### config.mk
export PLATFORM = sky130hd
export DESIGN_NAME = lidar_box_collision_check_flat
export DESIGN_NICKNAME = d
export VERILOG_FILES = /design/src/hdl/lbcc_pkg.sv /design/src/hdl/lbcc_in_if.sv /design/src/hdl/lbcc_out_if.sv /design/src/hdl/lbcc_front.sv /design/src/hdl/lbcc_fifo.sv /design/src/hdl/lbcc_back.sv /design/src/hdl/lidar_box_collision_check.sv /design/src/flat_wrapper.sv
export SDC_FILE = /design/constraint.sdc
export NUM_CORES = 2
export LEC_CHECK = 0
export BUFFER_PORTS_ARGS = -buffer_cell sky130_fd_sc_hd__buf_2
export CAP_MARGIN = 25
export CORE_MARGIN = 3
export CORE_UTILIZATION = 50
export CTS_BUF_LIST = sky130_fd_sc_hd__clkbuf_8
export DETAILED_ROUTE_END_ITERATION = 6
export PLACE_DENSITY = 0.65
export SETUP_SLACK_MARGIN = 0.3
export SLEW_MARGIN = 10
export SYNTH_ARGS = -nofsm -noshare
export SYNTH_HDL_FRONTEND = slang
export SYNTH_SLANG_ARGS = --single-unit
### constraint.sdc
create_clock -name clk_i -period 14.7 [get_ports clk_i]
set_clock_uncertainty 0.15 [all_clocks]
set_input_delay 1.47 -clock clk_i [delete_from_list [all_inputs] [get_ports clk_i]]
set_output_delay 1.47 -clock clk_i [all_outputs]
set_load 0.03 [all_outputs]
### src/hdl/lbcc_pkg.sv
package lbcc_pkg;

  localparam int unsigned CORDIC_STEPS_DFLT = 16;
  localparam int unsigned ATAN_IDX_W = 5;

  localparam int unsigned CFG_IDX_W = 3;
  localparam int unsigned CFG_DATA_W = 32;

  localparam logic [CFG_IDX_W-1:0] REG_START_ANGLE = 3'd0;
  localparam logic [CFG_IDX_W-1:0] REG_ANGLE_STEP = 3'd1;
  localparam logic [CFG_IDX_W-1:0] REG_BOX_X_LOW = 3'd2;
  localparam logic [CFG_IDX_W-1:0] REG_BOX_X_HIGH = 3'd3;
  localparam logic [CFG_IDX_W-1:0] REG_BOX_Y_LOW = 3'd4;
  localparam logic [CFG_IDX_W-1:0] REG_BOX_Y_HIGH = 3'd5;

  localparam logic signed [31:0] START_ANGLE_RST = -32'sd843314857;
  localparam logic signed [31:0] ANGLE_STEP_RST = 32'sd1561694;
  localparam logic signed [15:0] BOX_X_LOW_RST = -16'sd1311;
  localparam logic signed [15:0] BOX_X_HIGH_RST = 16'sd328;
  localparam logic signed [15:0] BOX_Y_LOW_RST = -16'sd819;
  localparam logic signed [15:0] BOX_Y_HIGH_RST = 16'sd819;

  localparam logic signed [31:0] PI_Q28 = 32'sd843314857;
  localparam logic signed [31:0] TWO_PI_Q28 = 32'sd1686629713;
  localparam logic signed [31:0] HALF_PI_Q28 = 32'sd421657428;
  localparam logic signed [31:0] GAIN_Q30 = 32'sd652032874;

  // queue depth, power of two
  localparam int unsigned QUEUE_DEPTH = 2;

  typedef struct packed {
    logic signed [31:0] start_angle;
    logic signed [31:0] angle_step;
    logic signed [15:0] box_x_low;
    logic signed [15:0] box_x_high;
    logic signed [15:0] box_y_low;
    logic signed [15:0] box_y_high;
  } cfg_t;

  typedef struct packed {
    logic               load;
    logic signed [31:0] angle;
  } start_ld_t;

  typedef struct packed {
    logic signed [31:0] angle;
    logic               neg;
    logic [15:0]        range;
    logic               last_beam;
  } beam_t;

  typedef enum logic [2:0] {
    B_IDLE,
    B_ROT,
    B_MULX,
    B_MULY,
    B_CHECK
  } back_state_e;

  function automatic logic signed [31:0] atan_q28(input logic [ATAN_IDX_W-1:0] idx);
    logic signed [31:0] v;
    case (idx)
      5'd0: v = 32'sd210828714;
      5'd1: v = 32'sd124459457;
      5'd2: v = 32'sd65760959;
      5'd3: v = 32'sd33381290;
      5'd4: v = 32'sd16755422;
      5'd5: v = 32'sd8385879;
      5'd6: v = 32'sd4193963;
      5'd7: v = 32'sd2097109;
      5'd8: v = 32'sd1048571;
      5'd9: v = 32'sd524287;
      5'd10: v = 32'sd262144;
      5'd11: v = 32'sd131072;
      5'd12: v = 32'sd65536;
      5'd13: v = 32'sd32768;
      5'd14: v = 32'sd16384;
      5'd15: v = 32'sd8192;
      5'd16: v = 32'sd4096;
      5'd17: v = 32'sd2048;
      5'd18: v = 32'sd1024;
      5'd19: v = 32'sd512;
      5'd20: v = 32'sd256;
      5'd21: v = 32'sd128;
      5'd22: v = 32'sd64;
      5'd23: v = 32'sd32;
      5'd24: v = 32'sd16;
      5'd25: v = 32'sd8;
      5'd26: v = 32'sd4;
      5'd27: v = 32'sd2;
      default: v = 32'sd0;
    endcase
    return v;
  endfunction

endpackage

### src/hdl/lbcc_in_if.sv
interface lbcc_in_if;
  logic        valid;
  logic        ready;
  logic [15:0] range;
  logic        last_beam;

  modport source (output valid, output range, output last_beam, input ready);
  modport sink (input valid, input range, input last_beam, output ready);
endinterface

### src/hdl/lbcc_out_if.sv
interface lbcc_out_if;
  logic valid;
  logic ready;
  logic collision;

  modport source (output valid, output collision, input ready);
  modport sink (input valid, input collision, output ready);
endinterface

### src/hdl/lbcc_front.sv
module lbcc_front (
  input  logic                 clk_i,
  input  logic                 rst_ni,
  lbcc_in_if.sink              in_i,
  input  lbcc_pkg::cfg_t       cfg_i,
  input  lbcc_pkg::start_ld_t  start_ld_i,
  input  logic                 full_i,
  output logic                 push_o,
  output lbcc_pkg::beam_t      beam_o
);
  import lbcc_pkg::*;

  logic signed [31:0] beam_angle_q, beam_angle_d;
  logic signed [31:0] a_red;
  logic signed [31:0] a_fold;
  logic               neg;
  logic               accept;

  assign in_i.ready = !full_i;
  assign accept = in_i.valid && !full_i;

  // wrap into [-pi, pi], then fold into [-pi/2, pi/2]
  always_comb begin
    if (beam_angle_q > PI_Q28) begin
      a_red = beam_angle_q - TWO_PI_Q28;
    end else if (beam_angle_q < -PI_Q28) begin
      a_red = beam_angle_q + TWO_PI_Q28;
    end else begin
      a_red = beam_angle_q;
    end
    if (a_red > HALF_PI_Q28) begin
      a_fold = a_red - PI_Q28;
      neg = 1'b1;
    end else if (a_red < -HALF_PI_Q28) begin
      a_fold = a_red + PI_Q28;
      neg = 1'b1;
    end else begin
      a_fold = a_red;
      neg = 1'b0;
    end
  end

  always_comb begin
    beam_angle_d = beam_angle_q;
    if (start_ld_i.load) begin
      beam_angle_d = start_ld_i.angle;
    end else if (accept) begin
      if (in_i.last_beam) begin
        beam_angle_d = cfg_i.start_angle;
      end else begin
        beam_angle_d = beam_angle_q + cfg_i.angle_step;
      end
    end
  end

  always_ff @(posedge clk_i or negedge rst_ni) begin
    if (!rst_ni) begin
      beam_angle_q <= START_ANGLE_RST;
    end else begin
      beam_angle_q <= beam_angle_d;
    end
  end

  assign push_o = accept;
  assign beam_o.angle = a_fold;
  assign beam_o.neg = neg;
  assign beam_o.range = in_i.range;
  assign beam_o.last_beam = in_i.last_beam;

endmodule

### src/hdl/lbcc_fifo.sv
module lbcc_fifo (
  input  logic             clk_i,
  input  logic             rst_ni,
  input  logic             push_i,
  input  lbcc_pkg::beam_t  data_i,
  output logic             full_o,
  input  logic             pop_i,
  output logic             valid_o,
  output lbcc_pkg::beam_t  data_o
);
  import lbcc_pkg::*;

  localparam int unsigned PTR_W = (QUEUE_DEPTH > 1) ? $clog2(QUEUE_DEPTH) : 1;
  localparam int unsigned CNT_W = $clog2(QUEUE_DEPTH + 1);

  beam_t             mem_q [QUEUE_DEPTH];
  logic [PTR_W-1:0]  wr_ptr_q, rd_ptr_q;
  logic [CNT_W-1:0]  cnt_q;
  logic              do_push, do_pop;

  assign full_o = (cnt_q == CNT_W'(QUEUE_DEPTH));
  assign valid_o = (cnt_q != '0);
  assign do_push = push_i && !full_o;
  assign do_pop = pop_i && valid_o;
  assign data_o = mem_q[rd_ptr_q];

  always_ff @(posedge clk_i or negedge rst_ni) begin
    if (!rst_ni) begin
      wr_ptr_q <= '0;
      rd_ptr_q <= '0;
      cnt_q <= '0;
    end else begin
      if (do_push) begin
        wr_ptr_q <= wr_ptr_q + 1'b1;
      end
      if (do_pop) begin
        rd_ptr_q <= rd_ptr_q + 1'b1;
      end
      if (do_push && !do_pop) begin
        cnt_q <= cnt_q + 1'b1;
      end else if (do_pop && !do_push) begin
        cnt_q <= cnt_q - 1'b1;
      end
    end
  end

  always_ff @(posedge clk_i) begin
    if (do_push) begin
      mem_q[wr_ptr_q] <= data_i;
    end
  end

`ifndef SYNTHESIS
  a_cnt_bound: assert property (@(posedge clk_i) disable iff (!rst_ni)
    cnt_q <= CNT_W'(QUEUE_DEPTH)) else $error("queue count out of range");
  a_no_push_full: assert property (@(posedge clk_i) disable iff (!rst_ni)
    full_o |-> !push_i) else $error("push into full queue");
`endif

endmodule

### src/hdl/lbcc_back.sv
module lbcc_back #(
  parameter int unsigned CORDIC_STEPS = lbcc_pkg::CORDIC_STEPS_DFLT
) (
  input  logic             clk_i,
  input  logic             rst_ni,
  input  lbcc_pkg::cfg_t   cfg_i,
  input  logic             valid_i,
  input  lbcc_pkg::beam_t  beam_i,
  output logic             pop_o,
  lbcc_out_if.source       out_o
);
  import lbcc_pkg::*;

  localparam int unsigned CNT_W = $clog2(CORDIC_STEPS);

  back_state_e        state_q, state_d;
  logic [CNT_W-1:0]   cnt_q, cnt_d;
  logic               hit_q, hit_d;
  logic               out_valid_q, out_valid_d;
  logic               out_coll_q;
  logic               out_ld;

  logic signed [31:0] x_q, x_d, y_q, y_d, a_q, a_d;
  logic               neg_q, neg_d;
  logic [15:0]        range_q, range_d;
  logic               last_q, last_d;
  logic signed [48:0] px_q, px_d, py_q, py_d;

  logic signed [31:0] x_sh, y_sh, atan_v;
  logic signed [31:0] cos_s, sin_s, mul_b;
  logic signed [16:0] mul_a;
  logic signed [48:0] prod;
  logic signed [48:0] xl_ext, xh_ext, yl_ext, yh_ext;
  logic               in_box;

  assign x_sh = x_q >>> cnt_q;
  assign y_sh = y_q >>> cnt_q;
  assign atan_v = atan_q28(ATAN_IDX_W'(cnt_q));

  assign cos_s = neg_q ? -x_q : x_q;
  assign sin_s = neg_q ? -y_q : y_q;
  assign mul_a = $signed({1'b0, range_q});
  assign mul_b = (state_q == B_MULY) ? sin_s : cos_s;
  assign prod = mul_a * mul_b;

  assign xl_ext = $signed({{3{cfg_i.box_x_low[15]}}, cfg_i.box_x_low, 30'd0});
  assign xh_ext = $signed({{3{cfg_i.box_x_high[15]}}, cfg_i.box_x_high, 30'd0});
  assign yl_ext = $signed({{3{cfg_i.box_y_low[15]}}, cfg_i.box_y_low, 30'd0});
  assign yh_ext = $signed({{3{cfg_i.box_y_high[15]}}, cfg_i.box_y_high, 30'd0});
  assign in_box = (px_q > xl_ext) && (px_q < xh_ext) && (py_q > yl_ext) && (py_q < yh_ext);

  always_comb begin
    state_d = state_q;
    cnt_d = cnt_q;
    hit_d = hit_q;
    x_d = x_q;
    y_d = y_q;
    a_d = a_q;
    neg_d = neg_q;
    range_d = range_q;
    last_d = last_q;
    px_d = px_q;
    py_d = py_q;
    pop_o = 1'b0;
    out_ld = 1'b0;
    case (state_q)
      B_IDLE: begin
        if (valid_i) begin
          pop_o = 1'b1;
          x_d = GAIN_Q30;
          y_d = '0;
          a_d = beam_i.angle;
          neg_d = beam_i.neg;
          range_d = beam_i.range;
          last_d = beam_i.last_beam;
          cnt_d = '0;
          state_d = B_ROT;
        end
      end
      B_ROT: begin
        if (!a_q[31]) begin
          x_d = x_q - y_sh;
          y_d = y_q + x_sh;
          a_d = a_q - atan_v;
        end else begin
          x_d = x_q + y_sh;
          y_d = y_q - x_sh;
          a_d = a_q + atan_v;
        end
        if (cnt_q == CNT_W'(CORDIC_STEPS - 1)) begin
          cnt_d = '0;
          state_d = B_MULX;
        end else begin
          cnt_d = cnt_q + 1'b1;
        end
      end
      B_MULX: begin
        px_d = prod;
        state_d = B_MULY;
      end
      B_MULY: begin
        py_d = prod;
        state_d = B_CHECK;
      end
      B_CHECK: begin
        if (last_q) begin
          if (!out_valid_q || out_o.ready) begin
            out_ld = 1'b1;
            hit_d = 1'b0;
            state_d = B_IDLE;
          end
        end else begin
          hit_d = hit_q | in_box;
          state_d = B_IDLE;
        end
      end
      default: begin
        state_d = B_IDLE;
      end
    endcase
  end

  always_comb begin
    out_valid_d = out_valid_q;
    if (out_ld) begin
      out_valid_d = 1'b1;
    end else if (out_o.ready) begin
      out_valid_d = 1'b0;
    end
  end

  always_ff @(posedge clk_i or negedge rst_ni) begin
    if (!rst_ni) begin
      state_q <= B_IDLE;
      cnt_q <= '0;
      hit_q <= 1'b0;
      out_valid_q <= 1'b0;
    end else begin
      state_q <= state_d;
      cnt_q <= cnt_d;
      hit_q <= hit_d;
      out_valid_q <= out_valid_d;
    end
  end

  always_ff @(posedge clk_i) begin
    x_q <= x_d;
    y_q <= y_d;
    a_q <= a_d;
    neg_q <= neg_d;
    range_q <= range_d;
    last_q <= last_d;
    px_q <= px_d;
    py_q <= py_d;
    if (out_ld) begin
      out_coll_q <= hit_q | in_box;
    end
  end

  assign out_o.valid = out_valid_q;
  assign out_o.collision = out_coll_q;

`ifndef SYNTHESIS
  a_cnt_idle: assert property (@(posedge clk_i) disable iff (!rst_ni)
    state_q != B_ROT |-> cnt_q == '0) else $error("step counter not cleared");
  a_scan_end: assert property (@(posedge clk_i) disable iff (!rst_ni)
    out_ld |=> out_valid_q && !hit_q && state_q == B_IDLE) else $error("scan end not cleared");
  a_out_src: assert property (@(posedge clk_i) disable iff (!rst_ni)
    $rose(out_valid_q) |-> $past(state_q == B_CHECK && last_q)) else $error("result without last beam");
`endif

endmodule

### src/hdl/lidar_box_collision_check.sv
// lidar point-in-box check over one scan
// in_i carries one range reading per beam with a last_beam mark; a transfer
// happens when valid and ready are both high. out_o carries one collision
// bit per scan, sent only for the beam marked last.
// the front end tracks the beam angle, wraps it into the cordic range and
// pushes the beam into a two-entry queue; the back end runs the rotation,
// two multiplies through one shared multiplier and the box compare.
// the back end pops a beam, then runs CORDIC_STEPS rotation steps, two
// multiplies and one compare on it; it takes no new beam from the queue
// until it is through with the last one. while the receiver stalls, the
// result is held in the output register, the back end stops at the next
// last beam and the queue fills, then in_i.ready drops.
// reset clears the queue, the scan flag and the output, and restores the
// configuration registers to their defaults. a write of start_angle
// restarts the angle sequence.
module lidar_box_collision_check #(
  parameter int unsigned CORDIC_STEPS = lbcc_pkg::CORDIC_STEPS_DFLT
) (
  input  logic                             clk_i,
  input  logic                             rst_ni,
  lbcc_in_if.sink                          in_i,
  lbcc_out_if.source                       out_o,
  input  logic                             cfg_we_i,
  input  logic [lbcc_pkg::CFG_IDX_W-1:0]   cfg_idx_i,
  input  logic [lbcc_pkg::CFG_DATA_W-1:0]  cfg_data_i
);
  import lbcc_pkg::*;

  cfg_t       cfg_q, cfg_d;
  start_ld_t  start_ld;
  logic       push, full, pop, q_valid;
  beam_t      push_beam, pop_beam;

  always_comb begin
    cfg_d = cfg_q;
    if (cfg_we_i) begin
      case (cfg_idx_i)
        REG_START_ANGLE: cfg_d.start_angle = $signed(cfg_data_i);
        REG_ANGLE_STEP: cfg_d.angle_step = $signed(cfg_data_i);
        REG_BOX_X_LOW: cfg_d.box_x_low = $signed(cfg_data_i[15:0]);
        REG_BOX_X_HIGH: cfg_d.box_x_high = $signed(cfg_data_i[15:0]);
        REG_BOX_Y_LOW: cfg_d.box_y_low = $signed(cfg_data_i[15:0]);
        REG_BOX_Y_HIGH: cfg_d.box_y_high = $signed(cfg_data_i[15:0]);
        default: begin
        end
      endcase
    end
  end

  assign start_ld.load = cfg_we_i && (cfg_idx_i == REG_START_ANGLE);
  assign start_ld.angle = $signed(cfg_data_i);

  always_ff @(posedge clk_i or negedge rst_ni) begin
    if (!rst_ni) begin
      cfg_q.start_angle <= START_ANGLE_RST;
      cfg_q.angle_step <= ANGLE_STEP_RST;
      cfg_q.box_x_low <= BOX_X_LOW_RST;
      cfg_q.box_x_high <= BOX_X_HIGH_RST;
      cfg_q.box_y_low <= BOX_Y_LOW_RST;
      cfg_q.box_y_high <= BOX_Y_HIGH_RST;
    end else begin
      cfg_q <= cfg_d;
    end
  end

  lbcc_front u_front (
    .clk_i      (clk_i),
    .rst_ni     (rst_ni),
    .in_i       (in_i),
    .cfg_i      (cfg_q),
    .start_ld_i (start_ld),
    .full_i     (full),
    .push_o     (push),
    .beam_o     (push_beam)
  );

  lbcc_fifo u_fifo (
    .clk_i   (clk_i),
    .rst_ni  (rst_ni),
    .push_i  (push),
    .data_i  (push_beam),
    .full_o  (full),
    .pop_i   (pop),
    .valid_o (q_valid),
    .data_o  (pop_beam)
  );

  lbcc_back #(
    .CORDIC_STEPS (CORDIC_STEPS)
  ) u_back (
    .clk_i   (clk_i),
    .rst_ni  (rst_ni),
    .cfg_i   (cfg_q),
    .valid_i (q_valid),
    .beam_i  (pop_beam),
    .pop_o   (pop),
    .out_o   (out_o)
  );

endmodule
### src/flat_wrapper.sv
// flat-port wrapper written by rule: the top's interface ports become plain ports
module lidar_box_collision_check_flat import lbcc_pkg::*;
#(
  parameter int unsigned CORDIC_STEPS = lbcc_pkg::CORDIC_STEPS_DFLT
)
  (clk_i, rst_ni, cfg_we_i, cfg_idx_i, cfg_data_i, in_i_valid, in_i_range, in_i_last_beam, in_i_ready, out_o_valid, out_o_collision, out_o_ready);
  lbcc_in_if in_i_i ();
  lbcc_out_if out_o_i ();
  input  logic clk_i;
  input  logic rst_ni;
  input  logic cfg_we_i;
  input  logic [lbcc_pkg::CFG_IDX_W-1:0] cfg_idx_i;
  input  logic [lbcc_pkg::CFG_DATA_W-1:0] cfg_data_i;
  input wire logic [$bits(in_i_i.valid)-1:0] in_i_valid;
  input wire logic [$bits(in_i_i.range)-1:0] in_i_range;
  input wire logic [$bits(in_i_i.last_beam)-1:0] in_i_last_beam;
  output wire logic [$bits(in_i_i.ready)-1:0] in_i_ready;
  output wire logic [$bits(out_o_i.valid)-1:0] out_o_valid;
  output wire logic [$bits(out_o_i.collision)-1:0] out_o_collision;
  input wire logic [$bits(out_o_i.ready)-1:0] out_o_ready;
  assign in_i_i.valid = in_i_valid;
  assign in_i_i.range = in_i_range;
  assign in_i_i.last_beam = in_i_last_beam;
  assign in_i_ready = in_i_i.ready;
  assign out_o_valid = out_o_i.valid;
  assign out_o_collision = out_o_i.collision;
  assign out_o_i.ready = out_o_ready;
  lidar_box_collision_check #(.CORDIC_STEPS(CORDIC_STEPS)) u_core (.clk_i(clk_i), .rst_ni(rst_ni), .in_i(in_i_i), .out_o(out_o_i), .cfg_we_i(cfg_we_i), .cfg_idx_i(cfg_idx_i), .cfg_data_i(cfg_data_i));
endmodule
==> flow_metrics.env <==
export IMPL_critPathMaxFanout=16
export IMPL_crit_arrival_ns=10.45
export IMPL_coreArea_sq_um=106000
export IMPL_place_hpwl_um=104000
export IMPL_crit_required_ns=15.01
export IMPL_syn_nets=6660
export IMPL_maxSlewViolCount=0
export IMPL_worst_hold_slack_ns=0.306
export IMPL_drc=0
export IMPL_wl_per_cell_um=19.5
export IMPL_port_buffer_count=59
export IMPL_cts_setup_buffers=0
export IMPL_cpPeakStageDelay_ns=0.54
export IMPL_ctsResizeCount=0
export IMPL_grt_overflow=0
export IMPL_whs_path_depth=2
export IMPL_async_reset_ff_frac=0.356
export IMPL_gp_congestion=0.941
export IMPL_die_h_um=334
export IMPL_antenna_left=0
export IMPL_path_clk_slew_ns=0.07
export IMPL_viasPerCell=5.81
export IMPL_finalCritPeriodShare=0.690
export IMPL_dr_total_vias=41859
export IMPL_maxCapViolations=0
export IMPL_synth_warnings=0
export IMPL_rsz0062_at_grt="no"
export IMPL_cp_slowest_cell="fa_1"
export IMPL_cts_tree="built"
export IMPL_fmax_mhz=98.6
export IMPL_synthTopCellsByCount="inv_1 (738), nand2_1 (682), fa_1 (493), ha_1 (331), edfxtp_1 (313)"
export IMPL_ys_seq_area_frac=0.258
export IMPL_cts_sinks=486
export IMPL_r2r_setup_slack_ns=4.56
export IMPL_tightestPinTransition_ns=1.09
export IMPL_initialDrtViolationCount=3481
export IMPL_grt_max_degree=81
export IMPL_whs_endpoint="u_core.cfg_q[117]"
export IMPL_synth_most_common_cell="inv_1"
export IMPL_synth_edf_count=313
export IMPL_ys_flop_type="edfxtp_1"
export IMPL_numCtsBuffers=89
export IMPL_reg2reg_depth=35
export IMPL_setup_viol=0
export IMPL_htree_num_levels=3
export IMPL_relSlewSlack=0.269
export IMPL_rows=119
export IMPL_synth_largest_area_cell="fa_1"
export IMPL_drive_above_1_share=0.102
export IMPL_path_class="reg -> reg"
export IMPL_fin_crit_ns=10.14
export IMPL_die_width_um=334
export IMPL_antenna_found_initial=4
export IMPL_ys_top_cells_by_area="fa_1 (18%), edfxtp_1 (18%), ha_1 (7.7%)"
export IMPL_clock_latency_ns=0.79
export IMPL_fin_util=0.540
export IMPL_grtUsageTotal=0.254
export IMPL_finalHoldViolCount=0
export IMPL_setup_tns_final_ns=0
export IMPL_avgSynthCellArea_sq_um=9.28
export IMPL_startpoint_type="flip-flop"
export IMPL_wl_um=140000
export IMPL_hp_start="u_core.cfg_q[117]"
export IMPL_reg2reg_to="u_core.u_back.px_q[42]"
export IMPL_cts_root_buf="clkbuf_8"
export IMPL_status="finished clean"
export IMPL_grt_pass1_vias=42216
export IMPL_crit_top_cell="fa_1"
export IMPL_cts_hold_buffers_added=0
export IMPL_grt_pass1_wl_um=228000
export IMPL_start_util=0.507
export IMPL_cts_buffer_depth=3
export IMPL_ys_types=104
export IMPL_r2r_start="u_core.u_back.y_q[3]"
export IMPL_io_pins=60
export IMPL_netlist_area_leader_share=0.184
export IMPL_synthCells=5779
export IMPL_ys_ff_latch=486
export IMPL_area_delta_synth_final_pct=6.57
export IMPL_synth_area_sq_um=53600
export IMPL_critPathCaptureType="flip-flop"
export IMPL_layout_nets=6618
export IMPL_drt_pass1_iter_count=6
export IMPL_die_area_sq_um=111000
export IMPL_min_path_type="reg -> reg"
[stage by stage]
stage	cells	setup slack [ns]	area (sq um)
2_1_floorplan	5779	5.04	53600
3_3_place_gp	7034	4.68	55300
4_1_cts	7198	4.58	57100
6_report	7203	4.56	57200
3_5_place_dp	7035	4.63	55300
5_1_grt	7202	3.78	57200
[registers in the layout (all words and copies together), names as in the netlist, 16 cells and up]
register / count
u_core.u_back.a_q: 32
u_core.cfg_q: 128
u_core.u_back.y_q: 32
u_core.u_back.px_q: 49
u_core.u_back.range_q: 16
u_core.u_fifo.mem_q: 100
u_core.u_back.x_q: 32
u_core.u_front.beam_angle_q: 32
u_core.u_back.py_q: 49
[placed cells by master (no fill, tap or decap), types with 25 or more instances in the layout]
cell      instances
inv_1           764
nand2_1         682
fa_1            493
ha_1            331
edfxtp_1        313
and2_1          307
o21ai_0         295
nor2_1          281
a21oi_1         272
xnor2_1         198
xor2_1          119
a21o_1          111
nor3_1          107
mux2_2          105
clkbuf_8         98
dfrtp_1          91
buf_4            82
dfstp_2          77
mux2i_1          76
nand3_1          73
mux4_2           64
buf_2            58
a31oi_1          56
and3_1           48
nand2b_1         46
o211ai_1         44
o21bai_1         42
nor2b_1          41
o21a_1           39
nor4_1           36
or3_1            32
o31ai_1          28
a211oi_1         28
o22ai_1          27
nand4_1          25
[cell families (layout without fill, tap and decap cells)]
logic type	Yosys count	in the layout	share of synthesized area
AO/OA/AOI/OAI	1122	1122	0.133
other	0	3	0
AND/OR/NAND/NOR	1766	1766	0.160
buffers and inverters	1018	1048	0.0728
flip-flops	486	486	0.258
XOR/XNOR	318	318	0.0521
adder cells (fa/ha/maj)	824	824	0.261
multiplexers	245	245	0.0631
[worst max-delay path: cells and delay by family, from the launching register on]
kind	cells	cell delay [ns]
compound gates	8	1.91
xor+xnor	2	0.26
fa+ha+maj	7	3.36
buf+inv	5	0.43
flops	1	0.50
simple gates	13	3.23
[routing by layer]
layer  track usage  wire length, um  up-vias
met3        0.0389             9010      286
met5             0               13        -
met2         0.414            65500     1387
met4        0.0815             4320        2
met1         0.349            61300    20653
li1              -                -    19531
[final cells by class]
| cell class | count | area [sq um] |
|---|---|---|
| fill | 9694 | 48700 |
| multi-input combinational | 4275 | 36000 |
| timing repair buffer | 143 | 956 |
| sequential | 486 | 13800 |
| clock inverter | 65 | 478 |
| clock buffer | 98 | 1350 |
| tap | 1391 | 1740 |
| inverter | 742 | 2790 |
| antenna | 3 | 7.51 |
[how the worst max path moves through the flow]
stage,from,end,slack [ns]
2_1_floorplan,u_core.u_back.state_q[1],u_core.u_back.px_q[42],5.04
3_3_place_gp,u_core.u_back.y_q[3],u_core.u_back.px_q[48],4.68
3_5_place_dp,u_core.u_back.y_q[3],u_core.u_back.px_q[42],4.63
4_1_cts,u_core.u_back.y_q[3],u_core.u_back.px_q[42],4.58
5_1_grt,u_core.u_back.y_q[3],u_core.u_back.px_q[42],3.78
6_report,u_core.u_back.y_q[3],u_core.u_back.px_q[42],4.56
Power is not shown: default switching activity piles up to over one toggle a cycle in this logic, so the estimate is an artifact.
